### config.mk
export PLATFORM = sky130hd
export DESIGN_NAME = player_color_tint_blend_core
export DESIGN_NICKNAME = d
export VERILOG_FILES = /design/src/hw/rtl/pctb_pkg.sv /design/src/hw/rtl/pctb_mix.sv /design/src/hw/rtl/player_color_tint_blend_core.sv
export VERILOG_INCLUDE_DIRS = /design/src /design/src/hw/rtl
export SDC_FILE = /design/constraint.sdc
export NUM_CORES = 2
export LEC_CHECK = 0
export BUFFER_PORTS_ARGS = -buffer_cell sky130_fd_sc_hd__clkbuf_2
export CAP_MARGIN = 10
export CELL_PAD_IN_SITES_DETAIL_PLACEMENT = 1
export CELL_PAD_IN_SITES_GLOBAL_PLACEMENT = 2
export CORE_MARGIN = 2
export CORE_UTILIZATION = 39
export DETAILED_ROUTE_END_ITERATION = 10
export GPL_ROUTABILITY_DRIVEN = 0
export GPL_TIMING_DRIVEN = 0
export PLACE_DENSITY_LB_ADDON = 0.1
export SKIP_CTS_REPAIR_TIMING = 1
export SYNTH_ARGS = -nofsm -noshare
export SYNTH_HDL_FRONTEND = slang
export SYNTH_SLANG_ARGS = --single-unit
### constraint.sdc
create_clock -name i_clk -period 5.7 [get_ports i_clk]
set_input_delay 0.57 -clock i_clk [delete_from_list [all_inputs] [get_ports i_clk]]
set_output_delay 0.57 -clock i_clk [all_outputs]
set_load 0.1 [all_outputs]
### src/hw/rtl/assert_macros.svh
// Assertion helpers shared by the RTL.
// Each macro builds one labeled concurrent assertion, clocked on the rising
// edge and held off while reset is asserted.
`ifndef ASSERT_MACROS_SVH
`define ASSERT_MACROS_SVH

// Consequent checked in the same cycle as the antecedent.
`define ASSERT_SAME(lbl, clk, rst_n, ante, cons) \
    lbl: assert property (@(posedge clk) disable iff (!rst_n) (ante) |-> (cons)) \
        else $error("assertion failed: same-cycle check");

// Consequent checked in the cycle after the antecedent.
`define ASSERT_NEXT(lbl, clk, rst_n, ante, cons) \
    lbl: assert property (@(posedge clk) disable iff (!rst_n) (ante) |=> (cons)) \
        else $error("assertion failed: next-cycle check");

`endif

### src/hw/rtl/pctb_pkg.sv
// ----------------------------------------------------------------------------
// pctb_pkg
// Shared types and constants for the player color tint blend pipeline.
// ----------------------------------------------------------------------------
`default_nettype none

package pctb_pkg;

    localparam int unsigned CHAN_W   = 8;
    localparam int unsigned WEIGHT_W = 25;
    localparam int unsigned INFL_W   = 16;
    localparam int unsigned CFG_IDX_W  = 3;
    localparam int unsigned CFG_DATA_W = 25;

    // luminance rounding: product 33 bits, three-way sum 35 bits
    localparam int unsigned PROD_W = WEIGHT_W + CHAN_W;
    localparam int unsigned SUM_W  = PROD_W + 2;
    localparam int unsigned LUMA_SHIFT  = 24;
    localparam int unsigned BLEND_SHIFT = 16;
    localparam int unsigned TINT_SHIFT  = 8;
    localparam logic [SUM_W-1:0] LUMA_HALF = SUM_W'(8388608);
    localparam logic [INFL_W:0]  BLEND_ONE = 17'd65536;

    // configuration register indexes
    typedef enum logic [CFG_IDX_W-1:0] {
        REG_TINT_RED     = 3'd0,
        REG_TINT_GREEN   = 3'd1,
        REG_TINT_BLUE    = 3'd2,
        REG_WEIGHT_RED   = 3'd3,
        REG_WEIGHT_GREEN = 3'd4,
        REG_WEIGHT_BLUE  = 3'd5
    } t_reg_idx;

    // reset values of the registers
    localparam logic [CHAN_W-1:0]   RST_TINT_RED     = 8'd255;
    localparam logic [CHAN_W-1:0]   RST_TINT_GREEN   = 8'd0;
    localparam logic [CHAN_W-1:0]   RST_TINT_BLUE    = 8'd0;
    localparam logic [WEIGHT_W-1:0] RST_WEIGHT_RED   = 25'd5016387;
    localparam logic [WEIGHT_W-1:0] RST_WEIGHT_GREEN = 25'd9848226;
    localparam logic [WEIGHT_W-1:0] RST_WEIGHT_BLUE  = 25'd1912603;

    // load enables for the blend stages (stage 3 to stage 5)
    typedef struct packed {
        logic en3;
        logic en4;
        logic en5;
    } t_stage_en;

endpackage

`default_nettype wire

### src/hw/rtl/pctb_mix.sv
// ----------------------------------------------------------------------------
// pctb_mix
// One color channel of the blend: scales the tint by luminance, then mixes
// it with the source channel by influence over 65536. Three register stages.
// ----------------------------------------------------------------------------
`default_nettype none

module pctb_mix (
    input  wire                            i_clk,
    input  wire pctb_pkg::t_stage_en       i_en,
    input  wire [pctb_pkg::CHAN_W-1:0]     i_tint,
    input  wire [pctb_pkg::CHAN_W-1:0]     i_luma,
    input  wire [pctb_pkg::CHAN_W-1:0]     i_src,
    input  wire [pctb_pkg::INFL_W-1:0]     i_infl,
    output logic [pctb_pkg::CHAN_W-1:0]    o_mix
);
    import pctb_pkg::*;

    localparam int unsigned TP_W = 2 * CHAN_W;
    localparam int unsigned A_W  = CHAN_W + INFL_W;
    localparam int unsigned B_W  = CHAN_W + INFL_W + 1;
    localparam int unsigned MS_W = B_W + 1;

    logic [CHAN_W-1:0]  r_tsc3, r_src3;
    logic [INFL_W-1:0]  r_infl3;
    logic [A_W-1:0]     r_a4;
    logic [B_W-1:0]     r_b4;
    logic [CHAN_W-1:0]  r_mix5;

    logic [TP_W-1:0]    tint_prod;
    logic [INFL_W:0]    inv_infl;
    logic [MS_W-1:0]    mix_sum;

    // stage 3: tint scaled by luminance / 256
    assign tint_prod = TP_W'(i_tint) * TP_W'(i_luma);

    always_ff @(posedge i_clk) begin
        if (i_en.en3) begin
            r_tsc3  <= tint_prod[TINT_SHIFT +: CHAN_W];
            r_src3  <= i_src;
            r_infl3 <= i_infl;
        end
    end

    // stage 4: the two blend products
    assign inv_infl = BLEND_ONE - {1'b0, r_infl3};

    always_ff @(posedge i_clk) begin
        if (i_en.en4) begin
            r_a4 <= A_W'(r_tsc3) * A_W'(r_infl3);
            r_b4 <= B_W'(r_src3) * B_W'(inv_infl);
        end
    end

    // stage 5: sum, drop the 16 fraction bits, keep 8
    assign mix_sum = MS_W'(r_a4) + MS_W'(r_b4);

    always_ff @(posedge i_clk) begin
        if (i_en.en5) begin
            r_mix5 <= mix_sum[BLEND_SHIFT +: CHAN_W];
        end
    end

    assign o_mix = r_mix5;

endmodule

`default_nettype wire

### src/hw/rtl/player_color_tint_blend_core.sv
// ----------------------------------------------------------------------------
// player_color_tint_blend_core
// Five-stage pipeline that tints an RGBA pixel toward the player color.
// ----------------------------------------------------------------------------
// One pixel item is accepted per clock while o_ready is high; its result
// passes through five register stages (weight products, luminance sum,
// tint scale, blend products, blend sum). Throughput is one item per cycle
// while the output takes results, as each ready stage takes a new item.
// Each stage holds its item while the stage after it is full, so a stall on
// the output backs up stage by stage and no item is lost or repeated, and
// empty stages fill even while a finished result waits. Configuration
// writes are always taken (o_cfg_ready is high) and must only be issued
// while the pipeline is empty; indexes past the last register are ignored.
`default_nettype none

module player_color_tint_blend_core (
    input  wire                              i_clk,
    input  wire                              i_rst_n,
    // configuration write channel
    input  wire                              i_cfg_valid,
    output logic                             o_cfg_ready,
    input  wire [pctb_pkg::CFG_IDX_W-1:0]    i_cfg_index,
    input  wire [pctb_pkg::CFG_DATA_W-1:0]   i_cfg_data,
    // pixel input channel
    input  wire                              i_valid,
    output logic                             o_ready,
    input  wire [pctb_pkg::CHAN_W-1:0]       i_src_red,
    input  wire [pctb_pkg::CHAN_W-1:0]       i_src_green,
    input  wire [pctb_pkg::CHAN_W-1:0]       i_src_blue,
    input  wire [pctb_pkg::CHAN_W-1:0]       i_src_alpha,
    input  wire [pctb_pkg::CHAN_W-1:0]       i_mask_red,
    input  wire [pctb_pkg::CHAN_W-1:0]       i_mask_alpha,
    // result channel
    output logic                             o_valid,
    input  wire                              i_ready,
    output logic [pctb_pkg::CHAN_W-1:0]      o_out_red,
    output logic [pctb_pkg::CHAN_W-1:0]      o_out_green,
    output logic [pctb_pkg::CHAN_W-1:0]      o_out_blue,
    output logic [pctb_pkg::CHAN_W-1:0]      o_out_alpha,
    output logic                             o_tinted
);
    import pctb_pkg::*;

    `include "assert_macros.svh"

    // configuration registers
    logic [CHAN_W-1:0]   r_tint_red, r_tint_green, r_tint_blue;
    logic [WEIGHT_W-1:0] r_weight_red, r_weight_green, r_weight_blue;

    // pipeline valid bits and stage readiness
    logic r_v1, r_v2, r_v3, r_v4, r_v5;
    logic rdy1, rdy2, rdy3, rdy4, rdy5;
    t_stage_en stage_en;

    // stage 1
    logic [PROD_W-1:0] r_pr1, r_pg1, r_pb1;
    logic [INFL_W-1:0] r_infl1;
    logic [CHAN_W-1:0] r_sr1, r_sg1, r_sb1, r_sa1;
    // stage 2
    logic [CHAN_W-1:0] r_luma2;
    logic [INFL_W-1:0] r_infl2;
    logic [CHAN_W-1:0] r_sr2, r_sg2, r_sb2, r_sa2;
    logic              r_hit2;
    // side data for stages 3 to 5
    logic [CHAN_W-1:0] r_sa3, r_sa4, r_sa5;
    logic              r_hit3, r_hit4, r_hit5;

    logic [SUM_W-1:0]  luma_sum;
    logic [CHAN_W-1:0] luma;

    // configuration writes
    assign o_cfg_ready = 1'b1;

    always_ff @(posedge i_clk) begin
        if (!i_rst_n) begin
            r_tint_red     <= RST_TINT_RED;
            r_tint_green   <= RST_TINT_GREEN;
            r_tint_blue    <= RST_TINT_BLUE;
            r_weight_red   <= RST_WEIGHT_RED;
            r_weight_green <= RST_WEIGHT_GREEN;
            r_weight_blue  <= RST_WEIGHT_BLUE;
        end else if (i_cfg_valid) begin
            unique case (i_cfg_index)
                REG_TINT_RED:     r_tint_red     <= i_cfg_data[CHAN_W-1:0];
                REG_TINT_GREEN:   r_tint_green   <= i_cfg_data[CHAN_W-1:0];
                REG_TINT_BLUE:    r_tint_blue    <= i_cfg_data[CHAN_W-1:0];
                REG_WEIGHT_RED:   r_weight_red   <= i_cfg_data[WEIGHT_W-1:0];
                REG_WEIGHT_GREEN: r_weight_green <= i_cfg_data[WEIGHT_W-1:0];
                REG_WEIGHT_BLUE:  r_weight_blue  <= i_cfg_data[WEIGHT_W-1:0];
                default: ;
            endcase
        end
    end

    // a stage can load when it is empty or its item moves on
    assign rdy5 = !r_v5 || i_ready;
    assign rdy4 = !r_v4 || rdy5;
    assign rdy3 = !r_v3 || rdy4;
    assign rdy2 = !r_v2 || rdy3;
    assign rdy1 = !r_v1 || rdy2;
    assign o_ready = rdy1;

    assign stage_en.en3 = rdy3;
    assign stage_en.en4 = rdy4;
    assign stage_en.en5 = rdy5;

    always_ff @(posedge i_clk) begin
        if (!i_rst_n) begin
            r_v1 <= 1'b0;
            r_v2 <= 1'b0;
            r_v3 <= 1'b0;
            r_v4 <= 1'b0;
            r_v5 <= 1'b0;
        end else begin
            if (rdy1) r_v1 <= i_valid;
            if (rdy2) r_v2 <= r_v1;
            if (rdy3) r_v3 <= r_v2;
            if (rdy4) r_v4 <= r_v3;
            if (rdy5) r_v5 <= r_v4;
        end
    end

    // stage 1: weighted channel products and influence
    always_ff @(posedge i_clk) begin
        if (rdy1) begin
            r_pr1   <= PROD_W'(r_weight_red)   * PROD_W'(i_src_red);
            r_pg1   <= PROD_W'(r_weight_green) * PROD_W'(i_src_green);
            r_pb1   <= PROD_W'(r_weight_blue)  * PROD_W'(i_src_blue);
            r_infl1 <= INFL_W'(i_mask_red) * INFL_W'(i_mask_alpha);
            r_sr1   <= i_src_red;
            r_sg1   <= i_src_green;
            r_sb1   <= i_src_blue;
            r_sa1   <= i_src_alpha;
        end
    end

    // stage 2: rounded luminance, saturated at 255
    assign luma_sum = SUM_W'(r_pr1) + SUM_W'(r_pg1) + SUM_W'(r_pb1) + LUMA_HALF;
    assign luma = (luma_sum[SUM_W-1:LUMA_SHIFT+CHAN_W] != '0) ? '1
                                                              : luma_sum[LUMA_SHIFT +: CHAN_W];

    always_ff @(posedge i_clk) begin
        if (rdy2) begin
            r_luma2 <= luma;
            r_infl2 <= r_infl1;
            r_hit2  <= (r_infl1 != '0);
            r_sr2   <= r_sr1;
            r_sg2   <= r_sg1;
            r_sb2   <= r_sb1;
            r_sa2   <= r_sa1;
        end
    end

    // stages 3 to 5: alpha and tint flag ride along with the blend
    always_ff @(posedge i_clk) begin
        if (rdy3) begin
            r_sa3  <= r_sa2;
            r_hit3 <= r_hit2;
        end
        if (rdy4) begin
            r_sa4  <= r_sa3;
            r_hit4 <= r_hit3;
        end
        if (rdy5) begin
            r_sa5  <= r_sa4;
            r_hit5 <= r_hit4;
        end
    end

    // per-channel blend; zero influence reduces to the source channel
    pctb_mix u_mix_red (
        .i_clk  (i_clk),
        .i_en   (stage_en),
        .i_tint (r_tint_red),
        .i_luma (r_luma2),
        .i_src  (r_sr2),
        .i_infl (r_infl2),
        .o_mix  (o_out_red)
    );

    pctb_mix u_mix_green (
        .i_clk  (i_clk),
        .i_en   (stage_en),
        .i_tint (r_tint_green),
        .i_luma (r_luma2),
        .i_src  (r_sg2),
        .i_infl (r_infl2),
        .o_mix  (o_out_green)
    );

    pctb_mix u_mix_blue (
        .i_clk  (i_clk),
        .i_en   (stage_en),
        .i_tint (r_tint_blue),
        .i_luma (r_luma2),
        .i_src  (r_sb2),
        .i_infl (r_infl2),
        .o_mix  (o_out_blue)
    );

    assign o_valid     = r_v5;
    assign o_out_alpha = r_sa5;
    assign o_tinted    = r_hit5;

    // a blocked item in stage 1 is still there next cycle
    `ASSERT_NEXT(a_stage1_hold, i_clk, i_rst_n, r_v1 && !rdy2, r_v1)
    // input ready means the pipe is not full and stalled
    `ASSERT_SAME(a_ready_room, i_clk, i_rst_n, o_ready,
                 !(r_v1 && r_v2 && r_v3 && r_v4 && r_v5 && !i_ready))
    // an item that leaves stage 4 while the output is free shows up in stage 5
    `ASSERT_NEXT(a_stage5_fill, i_clk, i_rst_n, r_v4 && rdy5, r_v5)

endmodule

`default_nettype wire
---- Word-level counts from Yosys, hierarchy flattened ----
Cells that the tools add are included.
word-level totals
  word-level logic and storage cells ...... 92
  bits in writable memories ............... 0
  output and inout bits ................... 36
  input port bits ......................... 81
  flip-flop bits (word level) ............. 567
  memories ................................ 0
  bits in read-only memories .............. 0
  latch bits .............................. 0
cells by class
  reduce and logical (&&, ||, !) cells .... 19
  div/mod/pow operators ................... 0
  bitwise logic cells ..................... 0
  $add $sub $neg .......................... 7
  shift-type cells ........................ 0
  multipliers ............................. 13
  equality and inequality tests ........... 5
  magnitude comparators ................... 0
  multiplexer cells ....................... 0
operator list
  cell                    count
  $mul 25x8->33           3
  $add 24x24->24          3
  $mul 8x16->24           3
  $mul 8x17->24           3
  $mul 8x8->16            4
  $add 34x33->35          1
  $add 35x24->35 const B  1
  $add 33x33->34          1
  $sub 17x16->17 const A  1
  $reduce_bool 16->1      1
  $reduce_and 2->1        6
  $eq 3x2->1 const B      2
  $eq 3x3->1 const B      2
  $logic_not 1->1         5
  $logic_or 1x1->1        5
  $eq 3x1->1 const B      1
  $logic_not 3->1         1
  $reduce_bool 3->1       1

---- Depth between registers and ports, before layout ----
  word-level depth ........................ 6
  depth in mapped cells ................... 25

---- Modules after synthesis ----
From an unflattened synthesis, not the netlist that was laid out.
second synthesis, totals
  cells, all modules ...................... 7375
  area total of the unflattened synthesis .. 73929.7 um^2
modules (own cells, without submodules)
  module                        area each (um^2)  sequential area each (um^2)  cells each  instances
  player_color_tint_blend_core  33086.7           9018.6                       3233        1
  pctb_mix (u_mix_green)        13660.6           2642.5                       1387        1
  pctb_mix (u_mix_red)          13600.5           2642.5                       1377        1
  pctb_mix (u_mix_blue)         13581.8           2642.5                       1378        1

---- Worst setup path after synthesis ----
No wires, ideal clock.
  path type ............................... reg-to-reg
  from .................................... reg r_v5, in the netlist o_valid
  to ...................................... reg r_infl1[0], enable pin
  slack ................................... -1.698 ns
  stages on the path, launching flop included .. 4
  buffers on the path ..................... 0
  data arrival time ....................... 5.499 ns
  library setup time ...................... 1.899 ns
  cell sequence ........................... dfxtp_1 nor2b_1 and3_1 nand3_1
between the ends
  longest elaborated chain between the ends .. 6
RTL lines
  what                    line                                 text
  start, declared         player_color_tint_blend_core.sv:51   logic r_v1, r_v2, r_v3, r_v4, r_v5;
  start signal, assigned  player_color_tint_blend_core.sv:119  if (rdy5) r_v5 <= r_v4;
  $logic_not 1->1         player_color_tint_blend_core.sv:96   assign rdy5 = !r_v5 || i_ready;
  $logic_or 1x1->1        player_color_tint_blend_core.sv:96
  $logic_or 1x1->1        player_color_tint_blend_core.sv:97   assign rdy4 = !r_v4 || rdy5;
  $logic_or 1x1->1        player_color_tint_blend_core.sv:98   assign rdy3 = !r_v3 || rdy4;
  $logic_or 1x1->1        player_color_tint_blend_core.sv:99   assign rdy2 = !r_v2 || rdy3;
  $logic_or 1x1->1        player_color_tint_blend_core.sv:100  assign rdy1 = !r_v1 || rdy2;
  named net o_ready       player_color_tint_blend_core.sv:26   output logic o_ready,
  end signal, assigned    player_color_tint_blend_core.sv:129  r_infl1 <= INFL_W'(i_mask_red) * INFL_W'(i_mask_alpha);
  end, declared           player_color_tint_blend_core.sv:57   logic [INFL_W-1:0] r_infl1;
The timed path passes the listed nets, and every way through them passes these cells.
A chain may end at the register's enable or synchronous reset.

==> impl_metrics.prom <==
# TYPE chip_impl_metric gauge
chip_impl_info{name="status",value="complete, but fails checks"} 1
chip_impl_info{name="violations",value="negative setup slack"} 1
chip_impl_info{name="synth.largest_area_cell",value="fa_1"} 1
chip_impl_metric{name="first_pass_grt_wire_length",unit="µm"} 331500
chip_impl_metric{name="cts-root-to-sink-buffers",unit=""} 3
chip_impl_metric{name="post_synth.cell_area_avg",unit="µm²"} 9.900
chip_impl_metric{name="die_width",unit="µm"} 432.2
chip_impl_info{name="timing.rr.start",value="u_mix_blue.r_infl3[0]"} 1
chip_impl_metric{name="r2r_cells",unit=""} 24
chip_impl_info{name="min_path_type",value="input pin to register"} 1
chip_impl_metric{name="final-max-slew-violation-count",unit=""} 0
chip_impl_metric{name="synth_cells",unit=""} 7224
chip_impl_metric{name="first_pass_iters",unit=""} 5
chip_impl_metric{name="htreeDepth",unit=""} 3
chip_impl_metric{name="synth_edf_count",unit=""} 463
chip_impl_metric{name="ys_seq_area_frac",unit=""} 0.2235
chip_impl_metric{name="drt_drc_violations_left",unit=""} 0
chip_impl_metric{name="placement.setup.worst_slack",unit="ps"} -2506
chip_impl_metric{name="post_route_cells_drive_above_1_share",unit=""} 0.09227
chip_impl_info{name="ys_dominant_reg_cell",value="edfxtp_1"} 1
chip_impl_metric{name="synthesis.area",unit="µm²"} 71520
chip_impl_info{name="critical_path.startpoint",value="u_mix_blue.r_infl3[0]"} 1
chip_impl_metric{name="critical_path_arrival",unit="ps"} 7230
chip_impl_metric{name="num_rows",unit=""} 157
chip_impl_metric{name="design.final.nets",unit=""} 9368
chip_impl_metric{name="worst_setup_hold_path_clk_slew",unit="ps"} 70
chip_impl_metric{name="port_buffers",unit=""} 114
chip_impl_info{name="path_class",value="register to register"} 1
chip_impl_metric{name="floorplan.die_area",unit="µm²"} 186800
chip_impl_metric{name="synthArstFlopShare",unit=""} 0
chip_impl_info{name="worst_setup_path_start_kind",value="register"} 1
chip_impl_info{name="critical_path.endpoint_type",value="register"} 1
chip_impl_metric{name="worst_slack",unit="ps"} -1152
chip_impl_metric{name="post-synth-top-area-fraction",unit=""} 0.3096
chip_impl_info{name="worstReg2RegEnd",value="u_mix_green.r_b4[23]"} 1
chip_impl_info{name="netlist_top_cells_area",value="fa_1 (31%), edfxtp_1 (19%), ha_1 (12%)"} 1
chip_impl_metric{name="detail_route.iter0.violations",unit=""} 1926
chip_impl_metric{name="final.fill_count",unit=""} 20381
chip_impl_metric{name="skew",unit="ps"} 47.69
chip_impl_metric{name="dp_hpwl",unit="µm"} 175900
chip_impl_metric{name="setup_viol_count_final",unit=""} 25
chip_impl_info{name="clock_tree.root_cell",value="clkbuf_16"} 1
chip_impl_metric{name="overflow_after_grt",unit=""} 0
chip_impl_info{name="rsz0062_at_grt",value="yes"} 1
chip_impl_metric{name="clock_insertion_delay_worst_skew",unit="ps"} 720
chip_impl_metric{name="fin_worst_hold_slack",unit="ps"} 48.11
chip_impl_metric{name="wl_per_cell",unit="µm"} 21.42
chip_impl_metric{name="postRouteWirelength",unit="µm"} 213100
chip_impl_metric{name="drv_cap",unit=""} 0
chip_impl_info{name="cts_tree",value="yes"} 1
chip_impl_info{name="hold_start",value="i_src_alpha[1]"} 1
chip_impl_metric{name="cts_inserted_buffers",unit=""} 74
chip_impl_metric{name="achievable-frequency",unit="MHz"} 145.9
chip_impl_metric{name="clkSinkCount",unit=""} 567
chip_impl_metric{name="core_area",unit="µm²"} 182700
chip_impl_metric{name="slew_headroom",unit=""} 0.3159
chip_impl_metric{name="die_height",unit="µm"} 432.2
chip_impl_metric{name="period_utilisation_layout",unit=""} 1.202
chip_impl_metric{name="grt_start_max_net_pins",unit=""} 66
chip_impl_metric{name="viasPerCell",unit=""} 5.097
chip_impl_metric{name="grt_pass1_vias",unit=""} 56253
chip_impl_metric{name="mappedNetlistNets",unit=""} 9096
chip_impl_metric{name="timing.final.hold_violations",unit=""} 0
chip_impl_info{name="critical_path.endpoint",value="u_mix_green.r_b4[23]"} 1
chip_impl_metric{name="synth-seq-cells",unit=""} 567
chip_impl_metric{name="via_count",unit=""} 50699
chip_impl_metric{name="critical_path_required",unit="ps"} 6080
chip_impl_metric{name="grt_antenna_before_repair",unit=""} 10
chip_impl_metric{name="synth.yosys.warnings",unit=""} 0
chip_impl_metric{name="yosysUniqueCellTypes",unit=""} 82
chip_impl_metric{name="timing.final.crit_period",unit="ps"} 6852
chip_impl_metric{name="flow.area_growth_from_synthesis",unit="%"} 12.73
chip_impl_metric{name="worst-slew-pin-transition",unit="ps"} 1017
chip_impl_metric{name="grt_util_all_layers",unit=""} 0.2336
chip_impl_metric{name="antenna_left",unit=""} 0
chip_impl_metric{name="floorplan.io_pins",unit=""} 117
chip_impl_metric{name="timing.reg2reg.setup_slack",unit="ps"} -1150
chip_impl_metric{name="initial_utilization",unit=""} 0.3915
chip_impl_metric{name="timing.critical_path.fanout_max",unit=""} 7
chip_impl_metric{name="fin_tns_setup",unit="ps"} -12110
==> cell families (layout without fill, tap and decap cells) <==
family	count (synthesis)	count (layout)	share of synthesized area
AOI/OAI and AO/OA	693	693	0.06533
xor gates and xnor gates	250	250	0.03088
adders and majority gates	1791	1791	0.4294
buffers and inverters	1447	1777	0.07619
DFF	567	567	0.2235
muxes	3	3	0.0004374
other	1	9	0.00005244
and+or+nand+nor	2472	2472	0.1741
==> state kept, by name, summed over array words and instances (netlist names), 24 cells and up <==
name	count
r_pb1	33
r_pg1	33
r_pr1	33
r_weight_blue	25
r_weight_green	25
r_weight_red	25
u_mix_blue.r_a4	24
u_mix_blue.r_b4	24
u_mix_green.r_a4	24
u_mix_green.r_b4	24
u_mix_red.r_a4	24
u_mix_red.r_b4	24
==> routing by layer <==
metal	vias up	part of all wire	track usage
li1	23356	-	-
met1	26538	0.42	0.2878
met2	609	0.52	0.4297
met3	194	0.028	0.02118
met4	2	0.032	0.07079
met5	-	0.000094	0
==> synth_stat cells, types with 24 or more instances <==
library cell  instances
inv_1              1156
fa_1               1106
and2_1              992
nand2_1             965
ha_1                685
edfxtp_1            463
clkbuf_1            242
nor2_1              185
xnor2_1             182
a21oi_1             178
dfxtp_1             104
o21ai_0             101
nand3_1              92
a21o_1               81
a21boi_0             73
xor2_1               67
nor3_1               64
o21a_1               59
buf_1                44
nor2b_1              31
nand2b_1             30
and3_1               29
o21bai_1             29
a211oi_1             24
==> per-stage QoR <==
step | std cells | utilization | cell area (µm²)
2_1_floorplan | 7224 | - | 71690
3_3_place_gp | 9723 | 0.4119 | 75240
3_5_place_dp | 9732 | 0.4132 | 75480
4_1_cts | 9866 | 0.4267 | 77960
5_1_grt | 9939 | 0.4412 | 80600
6_report | 9947 | 0.4413 | 80620
==> worst min-delay path by stage <==
| stage | endpoint | slack (ps) | depth (start not counted) |
|---|---|---|---|
| 2_1_floorplan | o_out_alpha[0] | 400 | 0 |
| 3_3_place_gp | r_sa3[3] | 400 | 0 |
| 3_5_place_dp | u_mix_blue.r_infl3[13] | 410 | 0 |
| 4_1_cts | r_sa1[1] | -10 | 1 |
| 5_1_grt | r_sa1[1] | 30 | 1 |
| 6_report | r_sa1[1] | 50 | 1 |
==> final cells by class <==
| type | instances | area, µm² | area share |
|---|---|---|---|
| clock buffer | 92 | 1972 | 0.02446 |
| tap | 2385 | 2984 | 0.03701 |
| antenna | 8 | 20.02 | 0.0002483 |
| buffer | 262 | 1384 | 0.01716 |
| sequential | 567 | 16010 | 0.1986 |
| multi-input combinational | 5210 | 51720 | 0.6415 |
| clock inverter | 42 | 508.0 | 0.006301 |
| timing repair buffer | 225 | 1664 | 0.02064 |
| inverter | 1156 | 4357 | 0.05404 |
==> cells in the final DEF, fill, tap and decap left out, drive strengths merged, types with 20 or more instances in the layout <==
cell type and count:
nor2 185, nor2b 31, nand2 966, o21ai 105, dfxtp 104, ha 685, edfxtp 463, a21boi 74
nand2b 30, and2 992, a21oi 178, fa 1106, nor3 66, o21bai 29, xnor2 183, buf 189
a211oi 27, or3 20, a21o 81, nand3 92, clkinv 21, clkbuf 390, and3 29, o21a 59
inv 1161, xor2 67
==> worst max-delay path, cell delays in order (launching register included) <==
cell and delay, ps:
edfxtp_1 390, buf_6 170, buf_12 150, buf_12 140, clkinv_8 40, ha_4 170
nand3_4 130, or3_4 460, nor2_4 180, xnor2_4 150, buf_6 170, and2_4 150
fa_1 420, fa_1 510, fa_1 580, inv_1 60, fa_1 500, inv_2 50
ha_4 220, a21o_1 170, a21o_4 210, o41a_1 450, a41o_1 310, o41ai_4 500
xnor2_4 210
Power is left out: the tool's default activity adds up to more than one toggle a clock period on the data nets, which glitch-free logic cannot reach.
